===== config.mk =====
export PLATFORM = sky130hd
export DESIGN_NAME = fts_div
export DESIGN_NICKNAME = d
export VERILOG_FILES = /design/src/rtl/fts_pkg.sv /design/src/rtl/fts_div.sv
export SDC_FILE = /design/constraint.sdc
export NUM_CORES = 1
export LEC_CHECK = 0
export BUFFER_PORTS_ARGS = -buffer_cell sky130_fd_sc_hd__buf_2
export CAP_MARGIN = 20
export CORE_AREA = 2 2 78 80
export CTS_CLUSTER_DIAMETER = 40
export CTS_CLUSTER_SIZE = 16
export DETAILED_ROUTE_END_ITERATION = 16
export DIE_AREA = 0 0 80 82
export GPL_TIMING_DRIVEN = 0
export PLACE_DENSITY = 0.72
export SYNTH_ARGS = -nofsm -noshare
export SYNTH_HDL_FRONTEND = slang
export SYNTH_SLANG_ARGS = --single-unit

===== constraint.sdc =====
create_clock -name clk -period 3.7 [get_ports clk]
set_clock_uncertainty 0.15 [all_clocks]
set_input_delay 0.74 -clock clk [delete_from_list [all_inputs] [get_ports clk]]
set_output_delay 0.74 -clock clk [all_outputs]
set_load 0.01 [all_outputs]

===== src/rtl/fts_pkg.sv =====
// ----------------------------------------------------------------------------
// fts_pkg: shared types and constants for the six-axis wrench converter
// Packet and result codes, sequencer states and the float to fixed converter.
// ----------------------------------------------------------------------------
package fts_pkg;

  localparam int AXES      = 6;
  localparam int COEF_N    = AXES * AXES;
  localparam int SUM_W     = 27;
  localparam int GAUGE_W   = 16;
  localparam int COEF_W    = 32;
  localparam int CFG_W     = 11;

  localparam logic [2:0] PK_MAT1   = 3'd0;
  localparam logic [2:0] PK_MAT2   = 3'd1;
  localparam logic [2:0] PK_MAT3   = 3'd2;
  localparam logic [2:0] PK_GAUGE1 = 3'd3;
  localparam logic [2:0] PK_GAUGE2 = 3'd4;

  localparam logic [1:0] RK_WRENCH     = 2'd0;
  localparam logic [1:0] RK_GAUGE_SAT  = 2'd1;
  localparam logic [1:0] RK_BAD_STATUS = 2'd2;

  localparam logic signed [GAUGE_W-1:0] GAUGE_MIN = 16'sh8000;
  localparam logic signed [GAUGE_W-1:0] GAUGE_MAX = 16'sh7fff;

  typedef enum logic [2:0] {
    ST_IDLE,
    ST_CONV_HI,
    ST_CONV_LO,
    ST_CHECK,
    ST_DIV_START,
    ST_DIV_WAIT,
    ST_MAC,
    ST_EMIT
  } fts_state_t;

  // ieee single to signed fixed point, round half away from zero, saturating
  function automatic logic [31:0] f2fix(input logic [31:0] b, input int frac);
    logic        sgn;
    logic [7:0]  ex;
    logic [23:0] man;
    logic [63:0] mag;
    logic [63:0] lim;
    int          sh;
    int          n;
    sgn = b[31];
    ex  = b[30:23];
    man = {1'b0, b[22:0]};
    lim = sgn ? 64'h0000_0000_8000_0000 : 64'h0000_0000_7fff_ffff;
    mag = '0;
    sh  = 0;
    n   = 0;
    if (ex == 8'hff) begin
      mag = (man != '0) ? 64'd0 : lim;
    end else begin
      if (ex != 8'd0) begin
        man[23] = 1'b1;
        sh = int'(ex) - 150 + frac;
      end else begin
        sh = 1 - 150 + frac;
      end
      if (man == '0) begin
        mag = '0;
      end else if (sh >= 0) begin
        mag = (sh > 31) ? lim : ({40'd0, man} << sh);
      end else begin
        n = -sh;
        mag = (n > 40) ? 64'd0 : (({40'd0, man} + (64'd1 << (n - 1))) >> n);
      end
      if (mag > lim) mag = lim;
    end
    f2fix = sgn ? 32'(-mag) : mag[31:0];
  endfunction

endpackage


===== src/rtl/fts_div.sv =====
// ----------------------------------------------------------------------------
// fts_div: bit-serial unsigned divider
// Restoring division, one quotient bit per cycle, done pulses when finished.
// ----------------------------------------------------------------------------
module fts_div #(
  parameter int DEN_W = 11
) (
  input  logic                      clk,
  input  logic                      rst_n,
  input  logic                      start,
  input  logic [fts_pkg::SUM_W-1:0] num,
  input  logic [DEN_W-1:0]          den,
  output logic                      done,
  output logic [fts_pkg::SUM_W-1:0] quo
);
  import fts_pkg::*;

  localparam int CNT_W = $clog2(SUM_W + 1);

  logic             busy_r, busy_nxt;
  logic             done_r, done_nxt;
  logic [CNT_W-1:0] cnt_r, cnt_nxt;
  logic [DEN_W-1:0] rem_r, rem_nxt;
  logic [SUM_W-1:0] q_r, q_nxt;
  logic [DEN_W:0]   rem_sh;
  logic             ge;

  always_comb begin
    rem_sh   = {rem_r, q_r[SUM_W-1]};
    ge       = rem_sh >= {1'b0, den};
    busy_nxt = busy_r;
    done_nxt = 1'b0;
    cnt_nxt  = cnt_r;
    rem_nxt  = rem_r;
    q_nxt    = q_r;
    if (start) begin
      busy_nxt = 1'b1;
      cnt_nxt  = CNT_W'(SUM_W);
      rem_nxt  = '0;
      q_nxt    = num;
    end else if (busy_r) begin
      rem_nxt = ge ? DEN_W'(rem_sh - {1'b0, den}) : rem_sh[DEN_W-1:0];
      q_nxt   = {q_r[SUM_W-2:0], ge};
      cnt_nxt = cnt_r - CNT_W'(1);
      if (cnt_r == CNT_W'(1)) begin
        busy_nxt = 1'b0;
        done_nxt = 1'b1;
      end
    end
  end

  always_ff @(posedge clk) begin
    if (!rst_n) begin
      busy_r <= 1'b0;
      done_r <= 1'b0;
    end else begin
      busy_r <= busy_nxt;
      done_r <= done_nxt;
    end
  end

  always_ff @(posedge clk) begin
    cnt_r <= cnt_nxt;
    rem_r <= rem_nxt;
    q_r   <= q_nxt;
  end

  assign done = done_r;
  assign quo  = q_r;

endmodule


# == After elaboration in Yosys (flattened, before gate mapping) ==
# Cells that the tools add are included.
# totals
register_bits,45
input_bits,41
elab_cells,20
output_inout_bits,28
# classes
bitwise,2
muxes,7
n_lt_le_gt_ge,1
n_reduce_logical,2
addsub,2
n_eq_ne,1
# op_table
operator,count
27-bit 2-to-1 mux,2
12-bit by 11-bit >= comparator with 1-bit output,1
11-bit 2-to-1 mux,1
11-bit subtractor,1
"5-bit by 1-bit == test with 1-bit output, second input constant",1
"5-bit by 1-bit subtractor with 5-bit output, second input constant",1
1-bit 2-to-1 mux,4
3-bit OR reduction,1
1-bit NOT,2
2-bit nonzero test,1

# == Logic depth before layout (Yosys ltp) ==
# Gate-level depths: netlist of the first run.
# logic_depth
depth_word,4
mapped_depth,10
ltp_nobuf,9

# == Least setup slack after synthesis of the first run ==
# OpenSTA, ideal clock, no wires.
# synth_timing
path_kind,in2reg
from,input port den[10]
to,"register q_r[0] (netlist: quo[0]), data pin"
path_slack_ps,931
t_required_ps,3290
arrival_time_ps,2360
setup_ps,260
stages,7
path_cell_list,inv_1 ha_1 and3_1 a2111o_1 a21o_4 buf_6 mux2_2
# synth_via
elab_chain_len,3
# synth_lines
item,line_no,rtl
"start, declared",fts_div.sv:12,"input logic [DEN_W-1:0] den,"
12-bit by 11-bit >= comparator with 1-bit output,fts_div.sv:30,"ge = rem_sh >= {1'b0, den};"
27-bit 2-to-1 mux,fts_div.sv:41,end else if (busy_r) begin
27-bit 2-to-1 mux,fts_div.sv:36,if (start) begin
via q_nxt[0],fts_div.sv:24,"logic [SUM_W-1:0] q_r, q_nxt;"
"end signal, assigned",fts_div.sv:65,q_r <= q_nxt;
"end, declared",fts_div.sv:24,
# The timed path passes the listed nets, and every way through them passes these cells. The select of a mux whose other input is x is not followed.
# A chain may end at the register's enable or synchronous reset.

# == Worst setup path after layout of the first run ==
# layout_timing
from,input port den[2]
to,"register q_r[0] (netlist: quo[0]), data pin"
# The elaborated chain is that of the path after synthesis.

==> summary.md, run 1 <==
| Metric | Value |
|---|---|
| Syn nets | between 200 and 300 |
| WL met3 | 240 µm |
| Die Wd | about 80 µm |
| Synth Area in Simple Gates | 13.6% |
| Maxcap violations | 0 |
| Worst-skew pair later-pin latency | between 0.2 and 0.3 ns |
| Die Y | about 80 µm |
| I/O Buffers | 67 |
| Top FF cell, synth | edfxtp_1 |
| Vias in the first global route | roughly 1800 |
| RSZ-0062 raised after global routing | no |
| Via density | roughly 5.1 |
| Seq/Total Area, Yosys | ~46% |
| H-tree levels | 2 |
| Area Overhead vs Synth | 22.5% |
| Main combinational cell family by area after synthesis | simple AND/OR/NAND/NOR gates |
| Tmin final | around 2.8 ns |
| Synth Area in XOR/XNOR | around 2.8% |
| Clock-pin slew on the worst setup and hold paths | roughly 0.08 ns |
| Yosys warning total | 0 |
| Final period util | 74.4% |
| Max Slew Vio Count | 0 |
| Critical path's slowest cell | o31ai_2 |
| Setup WS post-layout | 0.947 ns |
| HP Start | rem_r[10] |
| Layout cells sized above 1 | 35.0% |
| PwrDens | ~420 mW/mm² |
| Post-Synth Adder-Cell Area | under 10% |
| Largest net degree at the start of global routing | 24 |
| # IOs | ~70 |
| Kind of critical path | input port to flip-flop |
| Root Driver | clkbuf_8 |
| Cell-internal power | approximately 940 µW |
| Drt pass-1 iters | 4 |
| DR top layer | met4 |
| Routed WL | between 5 and 6 mm |
| Slew of the pin with the lowest slew margin | around 0.56 ns |
| Post-place setup slack | around 0.63 ns |
| Starting DRT DRC Count | 56 |
| Max IR drop VDD | ~0.00022 V |
| Max stage delay on crit path | approximately 0.36 ns |
| Post-synth EDFFs | 27 |
| TritonCTS buffer count | 5 |
| Mux share of post-synthesis cell area | between 10% and 20% |
| Arr. time, crit path | approximately 2.7 ns |
| Via count of the routed design | roughly 2000 |
| Post-synthesis cell type count | 44 |
| Max Freq | between 300 and 400 MHz |
| CTS resizes | 0 |
| Logic pwr share | roughly 25% |
| Final setup violation count | 0 |
| NetSw | roughly 360 µW |
| Max FO, Critical Path | 10 |
| Core Area | about 0.0057 mm² |
| Post-cts hold buffer count | 0 |
| WL met2 | between 2 and 3 mm |
| Final net count | 365 |
| Slew headroom | between 60 and 70% |
| Status | complete, no violations |
| Post-Synthesis Cell Area | about 0.0025 mm² |
| Final hold viol count | 0 |
| Detail Route Antenna Nets | 0 |
| Crit. Startpoint | den[2] |
| Synthesized area per cell | between 10 and 15 µm² |
| Dpl hpwl | 4.09 mm |
| # fillers | between 500 and 600 |
| Post-CTS setup buffers | 0 |
| Complex-gate fraction of the synthesized area | about an eighth |
| Clock power frac | 27.7% |
| Routability cong. | ~0.77 |
| Ant diodes | 0 |
| CP cell instances | buf_2, inv_1, ha_1, nor2b_4, o31ai_2, a31oi_4, a21o_4, buf_6, mux2_2 |
| WP data required | 3.60 ns |
| Launch point of the worst reg-to-reg path | quo[26] |
| Worst Setup End Kind | flip-flop |
| Total power | ~1.3 mW |
| Mapped Cells | approximately 240 |
| Hold WC Path Type | flip-flop to flip-flop |
| Final setup TNS | 0 ns |
| Antenna violations before repair | 0 |
| First-pass GRT wire length | about 8.5 mm |
| Bufs on Longest Clock Path | 2 |
| Remaining Overflow, GRT | 0 |
| Static Leak | between 1 and 1.5 nW |
| Seq cells post-synth | 45 |
| Sw Share | roughly 28% |
| CTS tree | built |
| Met1 wire length | between 2 and 2.5 mm |
| Cell row count | 28 |
| GRT Total Usage | 16.6% |
| WHS | 0.337 ns |
| Clk sinks | 45 |
| Initial core utilization | between 40% and 50% |
| Register area | approximately 0.0012 mm² |
| Asr flop ratio synth | 0% |
| Area of the multi-input gates | roughly 0.0012 mm² |
| Routed length per instance | about 14 µm |
| Post-route DRC | 0 |
| Worst setup SP type | input port |
| Reg power frac | between 40% and 50% |
| Die area | about 0.0066 mm² |
through the flow:
step,instances,area [µm²],utilization (%)
after floorplan,235,2520,-
after global placement,377,2950,51.4
after detailed placement,378,2980,51.8
after CTS,386,3090,53.7
after global routing,386,3090,53.7
final,386,3090,53.7
metal layers:
metal  track usage, %  vias up
met2             26.4       48
met4             3.56        0
met5                0        -
met3             4.29        7
met1             22.9      918
li1                 -     1009
kinds of logic (layout without fill, tap and decap cells):
group,count (synthesis),after routing
xor gates and xnor gates,8,8
adders and majority gates,14,14
AOI/OAI and AO/OA,42,42
muxes,27,27
buffers and inverters,29,105
and+or+nand+nor,70,70
DFF,45,45
worst max-delay path: cells and delay by family:
| family | cells | cell delay [ns] |
|---|---|---|
| and+or+nand+nor | 1 | 0.16 |
| adders and majority gates | 1 | 0.35 |
| buffers and inverters | 3 | 0.25 |
| muxes | 1 | 0.26 |
| AOI/OAI and AO/OA | 3 | 0.88 |
power by group through the flow:
stage / Combinational, mW / Sequential (mW) / Clock [mW]
CTS: 0.326 / 0.618 / 0.371
finish: 0.325 / 0.616 / 0.361
floorplan: 0.208 / 0.639 / 0
global route: 0.364 / 0.624 / 0.390
detailed placement: 0.325 / 0.628 / 0
global placement: 0.314 / 0.627 / 0
state kept, by name, summed over array words and instances (netlist names):
name    count
cnt_r       5
rem_r      11
busy_r      1
quo        27
done        1
final cells by class:
cell class	instances	share of cell area, %
well taps	75	3.04
flip-flops and latches	45	37.9
clock inverters	3	1.34
multi-input cells	161	40.0
plain buffers	9	1.34
clock buffers	5	2.23
inverters	20	2.43
repair buffers	68	11.8
worst paths after layout:
check             slack, ns  depth (start not counted)        end
setup / recovery       0.95                          9     quo[0]
hold / removal         0.34                          2  rem_r[10]
setup reg to reg       1.00                          9     quo[0]
hold reg to reg        0.34                          2  rem_r[10]
synthesized netlist by cell type (all sizes together) (4+ instances only):
master | instances | area, µm²
a21oi | 8 | 51.3
a311oi | 6 | 52.6
clkbuf | 8 | 30.0
dfxtp | 18 | 360
edfxtp | 27 | 811
ha | 13 | 163
inv | 19 | 71.3
mux2 | 27 | 304
nand2 | 23 | 86.3
nand2b | 4 | 25.0
nand3 | 5 | 25.0
nor2 | 19 | 71.3
nor3 | 4 | 20.0
o21ai | 7 | 35.0
xnor2 | 5 | 43.8
placed cells by master, fill, tap and decap left out, drive strengths merged, types with 2 or more instances in the layout:
cell,n
a211oi,3
a21oi,8
a311oi,6
a31oi,2
and3,2
buf,69
clkbuf,13
clkinv,2
dfxtp,18
edfxtp,27
ha,13
inv,19
mux2,27
nand2,23
nand2b,4
nand3,5
nor2,19
nor2b,3
nor3,4
nor4,2
o21a,3
o21ai,7
o311ai,2
o31a,2
o31ai,3
or3,2
or4,2
xnor2,5
xor2,3
Power figures use the tool's default switching activity.
==> run 2: changes to the inputs <==
- clock period: 3.7 -> 2.6 ns (I/O delays scaled with it)
==> summary.md, run 2 (synthesis gave the netlist of run 1 again) <==
| Metric | Value |
|---|---|
| Max Slew Vio Count | 0 |
| Most common cell after layout, fill and taps aside | buf_2 |
| Ant diodes | 0 |
| Kind of critical path | flip-flop to flip-flop |
| I/O Buffers | 67 |
| Worst-skew pair later-pin latency | approximately 0.29 ns |
| Largest net degree at the start of global routing | 24 |
| Sw Share | 28.2% |
| Root Driver | clkbuf_8 |
| Core Area | ~0.0057 mm² |
| Antenna violations before repair | 0 |
| Max FO, Critical Path | 10 |
| Vias in the first global route | approximately 1800 |
| Layout cells sized above 1 | between 30% and 40% |
| Cell row count | 28 |
| Total power | between 1.5 and 2 mW |
| Final setup violation count | 0 |
| Max Freq | 396 MHz |
| Slew of the pin with the lowest slew margin | approximately 0.57 ns |
| Clk sinks | 45 |
| HP Start | rst_n |
| Worst setup SP type | flip-flop |
| Final setup TNS | 0 ns |
| Die Y | 82 µm |
| WHS | roughly 0.3 ns |
| Max FFs per register | 27 |
| Tmin final | ~2.5 ns |
| Routed WL | between 5 and 6 mm |
| Bufs on Longest Clock Path | 2 |
| Delay-heaviest family, CP | compound AO/OA/AOI/OAI gates |
| Clock-pin slew on the worst setup and hold paths | approximately 0.08 ns |
| Via density | 5.16 |
| CP Buf/Inv Count | 2 |
| Final hold viol count | 0 |
| Drt pass-1 iters | 4 |
| Status | complete, no violations |
| Post-place setup slack | -0.252 ns |
| GRT Total Usage | around 17% |
| NetSw | 528 µW |
| Reg power frac | between 40% and 50% |
| Worst Setup End Kind | flip-flop |
| Launch point of the worst reg-to-reg path | quo[26] |
| Final period util | about 97% |
| WP data required | about 2.5 ns |
| Routability cong. | 0.769 |
| Max IR drop VDD | ~0.00031 V |
| Remaining Overflow, GRT | 0 |
| Maxcap violations | 0 |
| Crit. Startpoint | quo[26] |
| Area Overhead vs Synth | 24.1% |
| CTS tree | built |
| PwrDens | roughly 600 mW/mm² |
| Logic pwr share | about a quarter |
| Dpl hpwl | ~4.1 mm |
| Static Leak | roughly 1.3 nW |
| RSZ-0062 raised after global routing | no |
| Die Wd | around 80 µm |
| Hold WC Path Type | input port to flip-flop |
| H-tree levels | 2 |
| Slew headroom | 62.2% |
| Detail Route Antenna Nets | 0 |
| Global routing usage on met1 | between 20% and 30% |
| Final net count | 368 |
| Routed length per instance | 13.9 µm |
| # fillers | between 500 and 600 |
| Die area | about 0.0066 mm² |
| Clock power frac | a little over a quarter |
| Post-route DRC | 0 |
| Most frequent cells in the layout | buf_2 (67), mux2_2 (27), edfxtp_1 (27) |
| # IOs | a little under 70 |
| Cell-internal power | between 1 and 1.5 mW |
| TritonCTS buffer count | 5 |
| Initial core utilization | 43.9% |
| Met3 Use GR | 4.29% |
| Arr. time, crit path | roughly 2.4 ns |
| First-pass GRT wire length | around 8.5 mm |
| Grt met2 use | a little over a quarter |
| Starting DRT DRC Count | 79 |
| CP cell instances | inv_1, ha_1, fa_2, nor2b_4, o31ai_4, a31oi_4, a21o_4, buf_6, mux2_2 |
| Via count of the routed design | roughly 2000 |
| Max stage delay on crit path | about 0.43 ns |
| Critical path's slowest cell | edfxtp_1 |
| Gr busiest metal | met2 |
| Setup WS post-layout | approximately 0.073 ns |
[run 2: cell types whose count changed in the layout (fill, tap and decap cells not counted)]
cell	change
buf_4	+3
a311oi_1	-1
fa_1	-1
o31ai_4	+1
fa_2	+1
a311oi_2	+1
o31ai_2	-1
[run 2: cell type report]
| type | instances | area (µm²) | share of cell area (%) |
|---|---|---|---|
| well taps | 75 | 93.8 | 3.00 |
| clock buffers | 5 | 68.8 | 2.20 |
| flip-flops and latches | 45 | 1170 | 37.4 |
| repair buffers | 71 | 385 | 12.3 |
| clock inverters | 3 | 41.3 | 1.32 |
| inverters | 20 | 75.1 | 2.40 |
| plain buffers | 9 | 41.3 | 1.32 |
| multi-input cells | 161 | 1250 | 40.0 |
[run 2: worst register-to-register path, stage by stage (launching register included)]
cell and delay (ns):
edfxtp_1 0.43, inv_1 0.08, ha_1 0.18, fa_2 0.25, nor2b_4 0.06, o31ai_4 0.27, a31oi_4 0.20, a21o_4 0.26
buf_6 0.14, mux2_2 0.26
[run 2: stage by stage]
step	instance area (µm²)	utilization (%)	cells
4_1_cts	3100	53.9	386
3_3_place_gp	2950	51.4	377
3_5_place_dp	2980	51.8	378
6_report	3130	54.4	389
5_1_grt	3130	54.4	389
2_1_floorplan	2520	-	235
[run 2: layer usage]
metal  wire length, µm  vias up
li1                  -     1015
met1              2480      937
met2              2610       49
met3               257        7
met4                59        0
met5                 0        -
[run 2: power by group through the flow]
stage                     Clock [mW]  Combinational [mW]  Sequential (mW)
after global routing           0.555               0.537            0.888
after CTS                      0.528               0.469            0.879
final                          0.514               0.483            0.878
after floorplan                    0               0.296            0.910
after global placement             0               0.447            0.893
after detailed placement           0               0.462            0.894
[run 2: timing repair]
| item | CTS | global route |
|---|---|---|
| pin swaps | 1 | 2 |
| setup buffers | 0 | 3 |
| endpoints found under the setup margin | 3 | 5 |
| resized for setup | 2 | 1 |
| hold buffers | 0 | 0 |
[run 2: final timing paths]
check | endpoint | slack, ns | cells after the start
min | busy_r | 0.31 | 3
max | quo[0] | 0.07 | 9
max reg2reg | quo[0] | 0.07 | 9
min reg2reg | rem_r[10] | 0.35 | 2
